### config.mk
export PLATFORM = sky130hd
export DESIGN_NAME = gbnp_queue
export DESIGN_NICKNAME = d
export VERILOG_FILES = /design/src/rtl/core/gbnp_pkg.sv /design/src/rtl/core/gbnp_queue.sv
export SDC_FILE = /design/constraint.sdc
export NUM_CORES = 1
export LEC_CHECK = 0
export ABC_AREA = 1
export BUFFER_PORTS_ARGS = -buffer_cell sky130_fd_sc_hd__buf_2
export CAP_MARGIN = 30
export CORE_ASPECT_RATIO = 0.7
export CORE_MARGIN = 4
export CORE_UTILIZATION = 47
export CTS_BUF_LIST = sky130_fd_sc_hd__clkbuf_16
export DETAILED_ROUTE_END_ITERATION = 16
export PLACE_DENSITY_LB_ADDON = 0.15
export SLEW_MARGIN = 20
export SYNTH_ARGS = -nofsm -noshare
export SYNTH_HDL_FRONTEND = slang
export SYNTH_SLANG_ARGS = --single-unit
### constraint.sdc
create_clock -name clock -period 3.4 [get_ports clock]
set_clock_uncertainty 0.2 [all_clocks]
set_input_delay 0.51 -clock clock [delete_from_list [all_inputs] [get_ports clock]]
set_output_delay 0.51 -clock clock [all_outputs]
set_load 0.01 [all_outputs]
### src/rtl/core/gbnp_pkg.sv
package gbnp_pkg;

   localparam int COORD_W  = 10;
   localparam int ID_W     = 16;
   localparam int STATUS_W = 3;
   localparam int CFG_W    = 7;
   localparam int CX_W     = 9;
   localparam int RECIP_SH = 20;

   localparam int CELL_EDGE_DEF    = 16;
   localparam int MAX_ACROSS_DEF   = 64;
   localparam int MAX_DOWN_DEF     = 64;
   localparam int BUCKET_DEPTH_DEF = 8;

   typedef enum logic [STATUS_W-1:0] {
      ST_INSERTED = 3'd0,
      ST_FOUND    = 3'd1,
      ST_NONE     = 3'd2,
      ST_OUTSIDE  = 3'd3,
      ST_FULL     = 3'd4
   } status_type;

   typedef enum logic {
      FN_INSERT = 1'b0,
      FN_QUERY  = 1'b1
   } func_type;

   typedef enum logic {
      CSR_WIDE = 1'b0,
      CSR_HIGH = 1'b1
   } csr_idx_type;

   typedef struct packed {
      logic                func;
      logic [COORD_W-1:0]  x;
      logic [COORD_W-1:0]  y;
      logic [ID_W-1:0]     id;
      logic [CX_W-1:0]     cx;
      logic [CX_W-1:0]     cy;
      logic                in_grid;
   } job_type;

   typedef enum logic [2:0] {
      BK_IDLE,
      BK_INS_RD,
      BK_INS_CHK,
      BK_Q_CELL,
      BK_Q_FILL,
      BK_Q_PT,
      BK_Q_END,
      BK_DONE
   } bk_state_type;

endpackage

### src/rtl/core/gbnp_queue.sv
module gbnp_queue (
   input  logic              clock,
   input  logic              reset,
   input  logic              push,
   input  gbnp_pkg::job_type data_in,
   output logic              full,
   input  logic              pop,
   output logic              empty,
   output gbnp_pkg::job_type data_out
);

   gbnp_pkg::job_type slot_ff [2];
   logic       wp_ff, wp_in;
   logic       rp_ff, rp_in;
   logic [1:0] cnt_ff, cnt_in;
   logic       do_push, do_pop;

   assign full     = (cnt_ff == 2'd2);
   assign empty    = (cnt_ff == 2'd0);
   assign data_out = slot_ff[rp_ff];
   assign do_push  = push && !full;
   assign do_pop   = pop && !empty;

   always_comb begin
      wp_in  = do_push ? ~wp_ff : wp_ff;
      rp_in  = do_pop ? ~rp_ff : rp_ff;
      cnt_in = cnt_ff + 2'(do_push) - 2'(do_pop);
   end

   always_ff @(posedge clock) begin
      if (reset) begin
         wp_ff  <= 1'b0;
         rp_ff  <= 1'b0;
         cnt_ff <= 2'd0;
      end else begin
         wp_ff  <= wp_in;
         rp_ff  <= rp_in;
         cnt_ff <= cnt_in;
      end
   end

   always_ff @(posedge clock) begin
      if (do_push) begin
         slot_ff[wp_ff] <= data_in;
      end
   end

endmodule

== Word level (Yosys, flattened, before mapping) ==
Memory sizes are Yosys's and may differ from the RTL's. A register that Yosys moved wholly into a read port is not among the register bits.
Index checks and enable logic that the tools add are counted.

* Memories kept: 1
* Bits in writable memories: 112
* Flip-flop bits (word level): 4

{| class="wikitable"
|+ Memory list
! memory !! depth !! bits a word !! rd ports !! clocked after memory_dff !! wr ports !! RTL line !! RTL
|-
| slot_ff || 2 || 56 || 1 || 1 || 1 || gbnp_queue.sv:12 || <nowiki>gbnp_pkg::job_type slot_ff [2];</nowiki>
|}

* Mux-type cells: 4
* Add/sub/neg operators: 2
* Equality and inequality tests: 1
* Reductions and logical operators: 5
* Bitwise gates (word level): 2

{| class="wikitable"
|+ Operators by type and width
! cell !! count
|-
| $mux 1 || 4
|-
| $add 2x1->2 || 1
|-
| $eq 2x2->1 const B || 1
|-
| $logic_and 1x1->1 || 2
|-
| $logic_not 1->1 || 2
|-
| $logic_not 2->1 || 1
|-
| $not 1->1 || 2
|-
| $sub 2x1->2 || 1
|}

== Depth between registers and ports, before layout ==
* Word-level depth: 5
* Mapped depth: 11
* Gate-level depth less buffers: 11

== Worst setup path before layout ==
No wires, ideal clock.

* Path type: in2reg
* Start: input push
* End: memory slot_ff[0][0] (netlist bit) (enable)
* Path slack: -0.194 ns
* Stages: 2
* Setup time: 0.470 ns
* Arrival time: 2.924 ns
* Buffers on the path: 0
* Cells stage by stage: nand2_1 nor2_1

* Longest elaborated chain between the ends: 3

{| class="wikitable"
|+ RTL lines
! what !! RTL line !! RTL
|-
| start: declaration || gbnp_queue.sv:4 || <nowiki>input logic push,</nowiki>
|-
| $logic_and 1x1->1 || gbnp_queue.sv:21 || <nowiki>assign do_push = push && !full;</nowiki>
|-
| $mux 1 || gbnp_queue.sv:43 || <nowiki>if (do_push) begin</nowiki>
|-
| $mux 1 (implied by the code) || gbnp_queue.sv:44 || <nowiki>slot_ff[wp_ff] <= data_in;</nowiki>
|-
| end: declaration || gbnp_queue.sv:12 ||
|}

Every way passes these cells.

==> impl_metrics.csv <==
group,metric,value,unit
yosys,syn_area,4460,um2
critical_path,r2r_start,"cnt_ff[0]",
global_route,grt_pass1_wl,11500,um
finish,multiInputGateArea,902,um2
placed_design,dpl.cell_count,451,
global_route,grtUsageMet3,7.28,%
global_route,met2_usage,21.4,%
clock_network,post_cts_buffers,0,
global_route,overflow,0,
clock_network,htreeDepth,4,
power,intPower,3.31,mW
placed_design,dp_hpwl,5010,um
clock_network,ctsHoldBuffers,0,
yosys,yosysMostFrequentCell,"edfxtp_1",
finish,n_fill_cell,689,
critical_path,crit_family,"flip-flops",
timing,fmax,0.391,GHz
critical_path,crit_fanout,30,
clock_network,cts_tree,"yes",
global_route,grt_max_degree,57,
timing,slew_headroom,48.7,%
clock_network,root_buffer,"clkbuf_16",
die,fp.coreArea,9140,um2
global_route,antenna_found_initial,1,
hold_path,hold_depth,2,
route,drt-pass1-iter-count,4,
finish,fin_area,5690,um2
critical_path,cp-start-kind,"flop",
clock_network,insertion_delay,400,ps
die,die_x,124,um
yosys,ys_types,12,
power,p_leak,2.28,nW
yosys,synthTopCellsByArea,"edfxtp_1 (75%), mux2_4 (13%), mux2_2 (4.0%)",
power,ir_drop,0.494,mV
yosys,avgSynthCellArea,20.9,um2
clock_network,cts_buffers,17,
yosys,synth_common_cells,"edfxtp_1 (112), mux2_4 (40), mux2_2 (16), inv_1 (10), nor2_1 (9)",
status,outcome,"finished, final reports clean",
critical_path,cp.buffers_inverters,2,
yosys,yosysTopAreaCell,"edfxtp_1",
die,dieArea,11100,um2
yosys,synth_cells,213,
timing,setup_viol,0,
placed_design,port_buffers,117,
global_route,met1_usage,16.8,%
route,wl,7610,um
power,finalPower,4.44,mW
route,route.detailed.drc,0,
clock_network,cts-resized-gates,0,
critical_path,critPathSlowestCell,"dfxtp_4",
route,ant_nets,0,
critical_path,path_class,"flop to output pin",
finish,area_growth,27.6,%
timing,rsz0062_at_grt,"false",
finish,fin_nets,408,
die,initial_core_util,48.7,%
die,rows,29,
power,p_clk_share,33.8,%
timing,layout_min_cycle_time,2560,ps
clock_network,cts_num_sinks,117,
power,p_switching,1.13,mW
yosys,synth-seq-cells,117,
critical_path,rrSetupSlack,1410,ps
power,cellPowerDensity,781,nW/um2
route,vias,2294,
power,power_frac_comb,22.6,%
die,fp.dieH,89.5,um
finish,n_antenna_cell,0,
critical_path,required,2690,ps
timing,hold_violations,0,
critical_path,r2r_end,"slot_ff[0][40]",
finish,layout.cells.non_filler,481,
critical_path,max_stage_delay,630,ps
flow_run,drv_cap,0,
route,wl_per_cell,15.8,um
yosys,synthFlopType,"edfxtp_1",
hold_path,worstHoldStart,"reset",
global_route,grt_most_used_layer,"met2",
critical_path,end_kind,"output pin",
finish,layout-drive-gt1-share,55.7,%
critical_path,crit_chain,"buf_12 -> mux2_2 -> buf_2",
global_route,grtUsageTotal,14.0,%
placed_design,dpl_cell_area,5180,um2
yosys,yosysWarnings,0,
hold_path,hold_path_class,"primary input to flop",
clock_network,clk_pin_slew,50,ps
die,io_pins,118,
critical_path,reg2reg_depth,5,
route,drtIter0Drc,152,
yosys,synth_nets,275,
yosys,seq_area_frac_synth,77.7,%
timing,drv_slew,0,
power,p_seq_share,43.6,%
yosys,synth_top_area_share,75.5,%
finish,seqCellArea,3470,um2
yosys,async_reset_ff_share,0,%
route,vias_per_cell,4.77,
global_route,first_global_vias,2346,
timing,final.period_utilization,75.3,%
yosys,synth_edf_count,112,
power,power_switching_share,25.5,%
critical_path,critical_path_arrival,1850,ps
hold_path,holdPathEnd,"cnt_ff[0]",
clock_network,cts_max_path_buffers,2,
timing,worst_slew_pin_slew,770,ps
timing,tns,0,ps
placed_design,gp_congestion,0.739,
metrics by stage:
step	utilization [%]	setup WS (ps)	hold slack, ps
2_1_floorplan	-	741	267
3_3_place_gp	56.7	1230	284
3_5_place_dp	56.7	1220	301
4_1_cts	62.2	784	67.4
5_1_grt	62.2	722	73.6
6_report	62.2	840	85.6
worst max-delay path by stage:
stage,start,end,slack [ps],cells after the start
after detailed placement,flop,data_out[2],1220,3
after global routing,flop,data_out[4],720,3
after floorplan,push,slot_ff[0][0],740,2
after global placement,flop,data_out[2],1230,3
final,flop,data_out[4],840,3
after CTS,flop,data_out[4],780,3
placed cells by master (no fill, tap or decap), types with 4 or more instances in the layout:
master     count
nand2_1        8
dfxtp_1        4
clkbuf_16     17
clkinv_1       7
buf_2        117
edfxtp_1     112
mux2_4        40
inv_1         12
nor2_1         8
mux2_2        16
logic make-up (layout without fill, tap and decap cells):
| group | Yosys count | after routing | synth area share (%) |
|---|---|---|---|
| compound gates | 2 | 2 | 0.225 |
| mux | 56 | 56 | 17.5 |
| fa+ha+maj | 2 | 2 | 0.561 |
| simple gates | 20 | 20 | 1.77 |
| buf+inv | 16 | 160 | 2.22 |
| flops | 117 | 117 | 77.7 |
worst register-to-register path: stages, from the launching register on:
cell	delay, ps
dfxtp_1	340
inv_1	60
nand2_1	110
nand2_1	140
nor2_4	100
buf_4	580
area by class of cell:
cell class              instances  share of cell area (%)
clock inverters                13                    1.36
well taps                     124                    2.73
flip-flops and latches        117                    61.0
multi-input cells              80                    15.9
repair buffers                120                    10.9
clock buffers                  17                    7.48
inverters                      10                   0.660
registers in the layout, summed over array words and instances, names as in the netlist, named ones only:
| signal | count |
|---|---|
| wp_ff | 1 |
| rp_ff | 1 |
| cnt_ff | 2 |
| slot_ff | 112 |
layer usage:
layer | vias to the layer above | routed length, um | part of all wire [%]
li1 | 1080 | - | -
met1 | 1118 | 3410 | 45
met2 | 83 | 3480 | 46
met3 | 11 | 625 | 8.2
met4 | 2 | 85 | 1.1
met5 | - | 7 | 0.092
power by group through the flow:
stage | Sequential [mW] | Clock, mW | Combinational, mW
finish | 1.94 | 1.50 | 1.00
global route | 1.96 | 1.61 | 1.09
CTS | 1.94 | 1.54 | 1.03
detailed placement | 1.97 | 0 | 1.02
global placement | 1.96 | 0 | 1.02
floorplan | 1.91 | 0 | 0.728
Power figures use the tool's default switching activity.
