## src/rtl/core/gbnp_pkg.sv

```systemverilog
package gbnp_pkg;

   localparam int COORD_W  = 10;
   localparam int ID_W     = 16;
   localparam int STATUS_W = 3;
   localparam int CFG_W    = 7;
   localparam int CX_W     = 9;
   localparam int RECIP_SH = 20;

   localparam int CELL_EDGE_DEF    = 16;
   localparam int MAX_ACROSS_DEF   = 64;
   localparam int MAX_DOWN_DEF     = 64;
   localparam int BUCKET_DEPTH_DEF = 8;

   typedef enum logic [STATUS_W-1:0] {
      ST_INSERTED = 3'd0,
      ST_FOUND    = 3'd1,
      ST_NONE     = 3'd2,
      ST_OUTSIDE  = 3'd3,
      ST_FULL     = 3'd4
   } status_type;

   typedef enum logic {
      FN_INSERT = 1'b0,
      FN_QUERY  = 1'b1
   } func_type;

   typedef enum logic {
      CSR_WIDE = 1'b0,
      CSR_HIGH = 1'b1
   } csr_idx_type;

   typedef struct packed {
      logic                func;
      logic [COORD_W-1:0]  x;
      logic [COORD_W-1:0]  y;
      logic [ID_W-1:0]     id;
      logic [CX_W-1:0]     cx;
      logic [CX_W-1:0]     cy;
      logic                in_grid;
   } job_type;

   typedef enum logic [2:0] {
      BK_IDLE,
      BK_INS_RD,
      BK_INS_CHK,
      BK_Q_CELL,
      BK_Q_FILL,
      BK_Q_PT,
      BK_Q_END,
      BK_DONE
   } bk_state_type;

endpackage

```

## src/rtl/core/gbnp_front.sv

```systemverilog
module gbnp_front #(
   parameter int CELL_EDGE  = gbnp_pkg::CELL_EDGE_DEF,
   parameter int MAX_ACROSS = gbnp_pkg::MAX_ACROSS_DEF,
   parameter int MAX_DOWN   = gbnp_pkg::MAX_DOWN_DEF
) (
   input  logic                         clock,
   input  logic                         reset,
   input  logic                         req_push,
   output logic                         req_full,
   input  logic                         req_func,
   input  logic [gbnp_pkg::COORD_W-1:0] req_coord_x,
   input  logic [gbnp_pkg::COORD_W-1:0] req_coord_y,
   input  logic [gbnp_pkg::ID_W-1:0]    req_point_id,
   input  logic                         csr_we,
   input  logic                         csr_index,
   input  logic [gbnp_pkg::CFG_W-1:0]   csr_wdata,
   input  logic                         hold,
   output logic [gbnp_pkg::CFG_W-1:0]   cells_wide,
   output logic [gbnp_pkg::CFG_W-1:0]   cells_high,
   input  logic                         q_full,
   output logic                         q_push,
   output gbnp_pkg::job_type            q_data
);

   localparam int RECIP  = ((1 << gbnp_pkg::RECIP_SH) + CELL_EDGE - 1) / CELL_EDGE;
   localparam int PROD_W = gbnp_pkg::COORD_W + gbnp_pkg::RECIP_SH;

   logic [gbnp_pkg::CFG_W-1:0]   wide_ff, wide_in;
   logic [gbnp_pkg::CFG_W-1:0]   high_ff, high_in;
   logic                         vld_ff, vld_in;
   logic                         func_ff;
   logic [gbnp_pkg::COORD_W-1:0] x_ff, y_ff;
   logic [gbnp_pkg::ID_W-1:0]    id_ff;
   logic [gbnp_pkg::CX_W-1:0]    cx_ff, cy_ff, cx_in, cy_in;
   logic [PROD_W-1:0]            prod_x, prod_y;
   logic                         accept;

   assign req_full   = hold || (vld_ff && q_full);
   assign accept     = req_push && !req_full;
   assign q_push     = vld_ff && !q_full;
   assign cells_wide = wide_ff;
   assign cells_high = high_ff;

   // divide by the cell edge through a reciprocal, exact for 10-bit coordinates
   always_comb begin
      prod_x = PROD_W'(req_coord_x) * PROD_W'(RECIP);
      prod_y = PROD_W'(req_coord_y) * PROD_W'(RECIP);
      cx_in  = prod_x[gbnp_pkg::RECIP_SH +: gbnp_pkg::CX_W];
      cy_in  = prod_y[gbnp_pkg::RECIP_SH +: gbnp_pkg::CX_W];
      vld_in = accept ? 1'b1 : (q_push ? 1'b0 : vld_ff);
      wide_in = wide_ff;
      high_in = high_ff;
      if (csr_we) begin
         if (csr_index == gbnp_pkg::CSR_WIDE) begin
            wide_in = csr_wdata;
         end else begin
            high_in = csr_wdata;
         end
      end
   end

   always_comb begin
      q_data.func    = func_ff;
      q_data.x       = x_ff;
      q_data.y       = y_ff;
      q_data.id      = id_ff;
      q_data.cx      = cx_ff;
      q_data.cy      = cy_ff;
      q_data.in_grid = (32'(cx_ff) < 32'(wide_ff)) && (32'(cx_ff) < MAX_ACROSS) &&
                       (32'(cy_ff) < 32'(high_ff)) && (32'(cy_ff) < MAX_DOWN);
   end

   always_ff @(posedge clock) begin
      if (reset) begin
         vld_ff  <= 1'b0;
         wide_ff <= gbnp_pkg::CFG_W'(64);
         high_ff <= gbnp_pkg::CFG_W'(64);
      end else begin
         vld_ff  <= vld_in;
         wide_ff <= wide_in;
         high_ff <= high_in;
      end
   end

   always_ff @(posedge clock) begin
      if (accept) begin
         func_ff <= req_func;
         x_ff    <= req_coord_x;
         y_ff    <= req_coord_y;
         id_ff   <= req_point_id;
         cx_ff   <= cx_in;
         cy_ff   <= cy_in;
      end
   end

endmodule

```

## config.mk

```make
export PLATFORM = sky130hd
export DESIGN_NAME = gbnp_front
export DESIGN_NICKNAME = d
export VERILOG_FILES = /design/src/rtl/core/gbnp_pkg.sv /design/src/rtl/core/gbnp_front.sv
export SDC_FILE = /design/constraint.sdc
export NUM_CORES = 1
export LEC_CHECK = 0
export ABC_CLOCK_PERIOD_IN_PS = 3500
export BUFFER_PORTS_ARGS = -buffer_cell sky130_fd_sc_hd__buf_2
export CORE_MARGIN = 10
export CORE_UTILIZATION = 34
export DETAILED_ROUTE_END_ITERATION = 6
export GPL_ROUTABILITY_DRIVEN = 1
export PLACE_DENSITY_LB_ADDON = 0.1
export SYNTH_ARGS = -nofsm -noshare
export SYNTH_HDL_FRONTEND = slang
export SYNTH_SLANG_ARGS = --single-unit
```

## constraint.sdc

```tcl
create_clock -name clock -period 3.5 [get_ports clock]
set_clock_uncertainty 0.15 [all_clocks]
set_input_delay 0.175 -clock clock [delete_from_list [all_inputs] [get_ports clock]]
set_output_delay 0.175 -clock clock [all_outputs]
set_load 0.005 [all_outputs]
```

# ---- Word level (Yosys, flattened, before mapping)
# Index checks and enable logic that the tools add are counted.
dict set report totals {
  input_bits 51
  out_inout_bits 72
  ff_bits 64
  wordCells 28
}
dict set report op_classes {
  n_mux 2
  bitwise_logic 1
  reduce_logical 12
  order_cmp 4
}
# op n
set op_table {}
lappend op_table {{less-than comparator 6 x 7 -> 1 bit} 2}
lappend op_table {{less-than comparator 6 x 7 -> 1 bit, second input constant} 2}
lappend op_table {{logical AND 1 bit} 6}
lappend op_table {{AND reduction 2 bit} 2}
lappend op_table {{logical NOT 1 bit} 2}
lappend op_table {{2-to-1 mux 1 bit} 2}
lappend op_table {{nonzero test 2 bit} 1}
lappend op_table {{logical OR 1 bit} 1}
lappend op_table {{NOT 1 bit} 1}

# ---- Longest topological paths before layout
# Gate-level depths: netlist of run 1.
dict set report depth {
  word_depth 5
  mapped_depth 6
  ltp_nobuf 6
}

# ---- Least setup slack after synthesis of run 1
# No wires, ideal clock.
dict set report synth_path {
  path_kind {register -> register}
  from {register vld_ff}
  to {register func_ff, enable pin}
  arrival_ps 2008
  setup_time_ps 431
  path_slack_ps 911
  synth_period_minus_slack_ps 2589
  path_stages_with_launch 4
  t_required_ps 2919
  n_path_buf 0
  cell_sequence {dfxtp_1 > nand2_1 > nand2b_1 > nor2_1}
}
dict set report synth_between {
  elab_chain_cells 4
}
# item line_no
set synth_lines {}
lappend synth_lines {{from (decl)} gbnp_front.sv:30} ;# logic vld_ff, vld_in;
lappend synth_lines {{from (signal assigned)} gbnp_front.sv:79} ;# vld_ff <= vld_in;
lappend synth_lines {{logical AND 1 bit} gbnp_front.sv:38} ;# assign req_full = hold || (vld_ff && q_full);
lappend synth_lines {{logical OR 1 bit} gbnp_front.sv:38}
lappend synth_lines {{named net req_full} gbnp_front.sv:9} ;# output logic req_full,
lappend synth_lines {{logical NOT 1 bit} gbnp_front.sv:39} ;# assign accept = req_push && !req_full;
lappend synth_lines {{logical AND 1 bit} gbnp_front.sv:39}
lappend synth_lines {{named net accept} gbnp_front.sv:36} ;# logic accept;
lappend synth_lines {{to (signal assigned)} gbnp_front.sv:87} ;# func_ff <= req_func;
lappend synth_lines {{to (decl)} gbnp_front.sv:31} ;# logic func_ff;
# The timed path passes the listed nets, and every way through them passes these cells.
# A chain may end at the register's enable or synchronous reset.

==> impl_metrics.csv, run 1 <==
group,metric,value,unit
outcome,status,"finished clean",
grt,grt_pass1_wl,9.29,mm
die,die_h,98.6,um
synthesis,synth-edff-count,37,
synthesis,ys_warn_count,0,
grt,grt-ovfl-total,0,
cts,cts_made_buffers,5,
synthesis,synth_cell_type_count,26,
timing,slew_viol_final,0,
setup_path,worstPathMaxFanout,3,
drt,wl_per_cell,15.0,um
setup_path,ff2ff_setup_slack,1.67,ns
die,dieWidth,98.6,um
synthesis,ys_async_sr_fraction,0,%
pwr,irDropWorstVdd,189,uV
cells_and_area,fillers,561,
timing,finalWorstSetupSlack,1.36,ns
cells_and_area,finalNetCount,375,
die,rows,28,
timing,rsz0062_at_grt,"false",
grt,grt_usage,11.7,%
cts,cts_tree,"built",
grt,grt_pass1_vias,1842,
placement,gp_congestion,0.721,
timing,max_freq,468,MHz
cts,ctsRootBufferMaster,"clkbuf_8",
cts,cts_buffer_depth,2,
pwr,power.switching,0.273,mW
timing,finalHoldViolations,0,
timing,period_share,61.0,%
drt,wl,5.83,mm
timing,fin_crit,2.14,ns
pwr,swShare,22.9,%
setup_path,start_kind,"flop",
pwr,p_per_area,375,mW/mm2
cells_and_area,diodes,0,
placement,io_buffers,116,
die,dieArea,0.00972,mm2
cells_and_area,final_common_cell,"buf_2",
placement,hpwl,4.36,mm
worst_hold_path,min_path_type,"input port to flop",
die,ios,123,
drt,vias_per_cell,4.31,
die,initial_utilization,35.3,%
synthesis,synthCells,162,
setup_path,cp_data_required_time,3.17,ns
die,core-area,0.00596,mm2
cells_and_area,multi_input_area,510,um2
drt,antenna_left,0,
cells_and_area,regArea,0.00141,mm2
timing,worstMarginPinSlew,1.03,ns
cts,htree_levels,2,
cts,postCtsSetupBuffers,0,
pwr,clkPwrFrac,27.3,%
synthesis,ys_ff_latch,52,
pwr,p_comb_share,13.6,%
grt,grt_max_degree,38,
cells_and_area,drive_gt1_share,41.4,%
synthesis,synth_area,0.00210,mm2
synthesis,syn_area_per_cell,13.0,um2
timing,fin_tns_setup,0,ns
drt,drt-initial-drc-count,81,
cells_and_area,mostFrequentLayoutCells,"buf_2 (116), dlygate4sd3_1 (46), edfxtp_1 (37)",
pwr,p_seq_share,59.1,%
synthesis,synth_ff_type,"edfxtp_1",
drt,vias,1676,
drt,dr.pass1.iters,4,
drt,route.detailed.drc,0,
pwr,p_int,0.918,mW
cells_and_area,syn_to_final_growth,51.4,%
setup_path,end_kind,"output port",
pwr,power_leakage,1.39,nW
setup_path,cp.arrival,1.81,ns
timing,setup_viol,0,
cts,clk_latency,0.30,ns
placement,dp_slack,1.64,ns
timing,whs,0.00957,ns
grt,antenna_found_initial,0,
cts,cts.sinks,52,
cts,cts.clk_slew.worst_paths,0.09,ns
setup_path,worstSetupPathType,"flop to output port",
synthesis,yosysSeqAreaShare,67.2,%
timing,maxSlewHeadroom,30.9,%
run,max_cap_violations,0,
worst paths after layout:
kind / startpoint / to / cells past startpoint
setup reg to reg: vld_ff / x_ff[1] / 3
hold / removal: q_full / vld_ff / 3
hold reg to reg: cells_wide[2] / cells_wide[2] / 2
setup / recovery: y_ff[9] / q_data[0] / 6
worst max-delay path: stages, from the launching register on:
cell,delay (ns)
edfxtp_1,0.42
ha_1,0.33
and4b_2,0.26
o21ai_0,0.08
o22ai_1,0.14
nor3_2,0.15
buf_2,0.13
area by class of cell:
class	instances	area share, %
Clock buffer	5	2.16
Clock inverter	2	0.394
Inverter	11	1.30
Multi-Input combinational cell	82	16.1
Sequential cell	52	44.4
Tap cell	75	2.95
Timing Repair Buffer	162	32.7
flip-flops by register name, indices dropped and copies added, names as in the netlist:
register	cells
cells_high	7
cells_wide	7
func_ff	1
id_ff	16
vld_ff	1
x_ff	10
y_ff	10
cell usage after synthesis, types with 2 or more instances:
cell type / instances / area, um2
nand3_1: 8 / 40.0
edfxtp_1: 37 / 1110
inv_1: 11 / 41.3
a21oi_1: 17 / 85.1
a211oi_2: 2 / 25.0
dfxtp_1: 15 / 300
nand2b_1: 5 / 31.3
nand2_1: 21 / 78.8
ha_1: 10 / 125
buf_4: 19 / 143
o21ai_0: 2 / 10.0
logic make-up after synthesis:
group | Yosys count | share of synthesized area, %
fa+ha+maj | 10 | 5.96
compound gates | 23 | 6.44
other cells | 1 | 0.179
flops | 52 | 67.2
simple gates | 43 | 10.5
buf+inv | 33 | 9.71
power by group through the flow:
stage          combinational [mW]  sequential, mW  clock (mW)
5_1_grt                     0.183           0.708       0.365
3_3_place_gp                0.124           0.717           0
4_1_cts                     0.165           0.704       0.343
2_1_floorplan              0.0592           0.720           0
6_report                    0.162           0.703       0.325
3_5_place_dp                0.125           0.718           0
metrics by stage:
step,total power [mW],area [um2],util [%],cells
final,1.19,3180,53.4,389
after global routing,1.26,3180,53.4,389
after CTS,1.21,3180,53.4,389
after detailed placement,0.843,2640,44.3,336
after global placement,0.841,2640,44.3,336
after floorplan,0.779,2120,-,167
timing repair:
action	in CTS	in global routing
hold buffers	46	0
resized for setup	0	0
endpoints found under the hold margin	51	0
per-layer routing:
| metal | GRT usage, % | vias up | wire length (um) |
|---|---|---|---|
| li1 | - | 842 | - |
| met1 | 12.2 | 753 | 2210 |
| met2 | 19.7 | 77 | 2880 |
| met3 | 6.84 | 4 | 696 |
| met4 | 2.98 | 0 | 41 |
| met5 | 0 | - | 0 |
No activity file was read; power rests on OpenSTA's default activity.
==> run 2: changes to the inputs <==
Settings changed: ABC_CLOCK_PERIOD_IN_PS 3500 to 2000.
Clock period 3.5 ns to 2 ns, I/O delays scaled along.
==> impl_metrics.csv, run 2 (same netlist as run 1, synthesis figures left out) <==
group,metric,value,unit
die,dieWidth,98.6,um
cells_and_area,finalNetCount,384,
run,max_cap_violations,0,
pwr,p_seq_share,54.7,%
placement,placed_cells,337,
die,dieArea,0.00972,mm2
drt,vias,1710,
cts,clk_latency,0.30,ns
setup_path,cp_data_required_time,1.75,ns
cells_and_area,largest_reg_flops,16,
pwr,p_int,1.76,mW
grt,grt_usage,11.8,%
drt,antenna_left,0,
setup_path,cp.arrival,1.72,ns
cells_and_area,mostFrequentLayoutCells,"buf_2 (116), dlygate4sd3_1 (53), edfxtp_1 (37)",
timing,finalHoldViolations,0,
cells_and_area,fillers,514,
timing,fin_tns_setup,0,ns
cts,cts_buffer_depth,2,
placement,gp_congestion,0.683,
cts,ctsRootBufferMaster,"clkbuf_8",
worst_hold_path,min_path_type,"input port to flop",
grt,grt_pass1_vias,1876,
cells_and_area,top_regs,"id_ff x16, x_ff x10, y_ff x10",
drt,dr.pass1.iters,4,
die,rows,28,
setup_path,cp_slowest_stage_delay,0.41,ns
die,ios,123,
cells_and_area,final_common_cell,"buf_2",
setup_path,cpLargestDelayFamily,"flip-flops",
setup_path,r2r_cells,4,
die,die_h,98.6,um
placement,io_buffers,116,
setup_path,end_kind,"output port",
cells_and_area,drive_gt1_share,42.0,%
setup_path,critPathBufInv,1,
cells_and_area,stdcell_count,399,
cts,cts_tree,"built",
setup_path,start_kind,"flop",
timing,setup_viol,0,
grt,grt-ovfl-total,0,
cts,cts.clk_slew.worst_paths,0.09,ns
grt,grt_pass1_wl,9.37,mm
placement,hpwl,4.34,mm
grt,grt_max_degree,38,
pwr,swShare,21.8,%
drt,vias_per_cell,4.29,
drt,drt-initial-drc-count,78,
cells_and_area,diodes,0,
pwr,power_leakage,1.45,nW
pwr,p_per_area,674,mW/mm2
grt,antenna_found_initial,0,
timing,rsz0062_at_grt,"true",
cts,cts_made_buffers,5,
drt,wl_per_cell,14.7,um
setup_path,worstSetupPathType,"flop to output port",
timing,period_share,98.3,%
timing,max_freq,509,MHz
cells_and_area,regMostFlops,"id_ff",
drt,wl,5.88,mm
setup_path,path_depth,6,
die,initial_utilization,35.3,%
pwr,power.switching,0.489,mW
timing,fin_crit,1.97,ns
pwr,p_comb_share,13.7,%
pwr,clkPwrFrac,31.6,%
outcome,status,"finished clean",
cts,cts.sinks,52,
die,core-area,0.00596,mm2
cells_and_area,syn_to_final_growth,58.8,%
drt,route.detailed.drc,0,
worst_hold_path,hold_path_depth,2,
cts,htree_levels,2,
setup_path,cp_slowest_cell,"edfxtp_1",
setup_path,crit_chain,"ha_1 > and4b_2 > o21ai_1 > o22ai_1 > nor3_2 > buf_2",
pwr,irDropWorstVdd,343,uV
timing,slew_viol_final,0,
setup_path,worstPathMaxFanout,3,
## run 2: cell count changes in the layout (fill, tap and decap cells not counted), moves of 2 or more
cell           previous run  this run
ha_1                     10         8
dlygate4sd3_1            46        53
o21ai_1                   0         2
ha_4                      0         2
o21ai_0                   2         0
## run 2: final timing paths
| kind | from | to | slack, ns |
|---|---|---|---|
| max | y_ff[8] | q_data[0] | 0.03 |
| min | reset | cells_high[2] | 0.02 |
| max reg2reg | vld_ff | x_ff[8] | 0.70 |
| min reg2reg | cells_wide[5] | cells_wide[5] | 0.32 |
## run 2: what timing repair did
action                                  4_1_cts  5_1_grt
hold buffers                                 54        0
pin swaps                                     4        3
buffers inserted                              1        0
hold endpoints to repair                     52        0
endpoints found under the setup margin        1        2
resized for setup                             5        1
## run 2: per-stage QoR
| step | hold slack [ns] | power, mW | setup WS [ns] | instance area [um2] | util (%) |
|---|---|---|---|---|---|
| 2_1_floorplan | 0.0191 | 1.36 | 0.0205 | 2120 | - |
| 3_3_place_gp | 0.126 | 1.48 | 0.332 | 2660 | 44.6 |
| 3_5_place_dp | 0.128 | 1.48 | 0.249 | 2660 | 44.6 |
| 4_1_cts | 0.00170 | 2.28 | 0.00326 | 3340 | 56.1 |
| 5_1_grt | 0.0137 | 2.36 | -0.0595 | 3330 | 56.0 |
| 6_report | 0.0190 | 2.25 | 0.0337 | 3330 | 56.0 |
## run 2: worst reg2reg max path: stages (launching register included)
cell and delay [ns]:
dfxtp_1 0.32, nand2_1 0.07, nand2b_1 0.10, nor2_4 0.11, buf_12 0.22
## run 2: final cells by class
class,instances,area [um2],share of cell area [%]
Clock buffer,6,72.6,2.18
Inverter,11,41.3,1.24
Multi-Input combinational cell,82,539,16.2
Clock inverter,2,35.0,1.05
Timing Repair Buffer,171,1140,34.2
Tap cell,75,93.8,2.82
Sequential cell,52,1410,42.4
## run 2: power groups by stage
| stage | sequential, mW | clock, mW | combinational [mW] |
|---|---|---|---|
| 2_1_floorplan | 1.26 | 0 | 0.104 |
| 3_3_place_gp | 1.25 | 0 | 0.226 |
| 3_5_place_dp | 1.25 | 0 | 0.224 |
| 4_1_cts | 1.23 | 0.738 | 0.312 |
| 5_1_grt | 1.24 | 0.780 | 0.344 |
| 6_report | 1.23 | 0.709 | 0.308 |
## run 2: metal layers
metal  share of wire, %  vias up  GRT usage (%)
li1                   -      858              -
met1                 39      772           13.1
met2                 48       71           18.9
met3                 11        9           6.84
met4                1.1        0           3.09
met5                  0        -              0
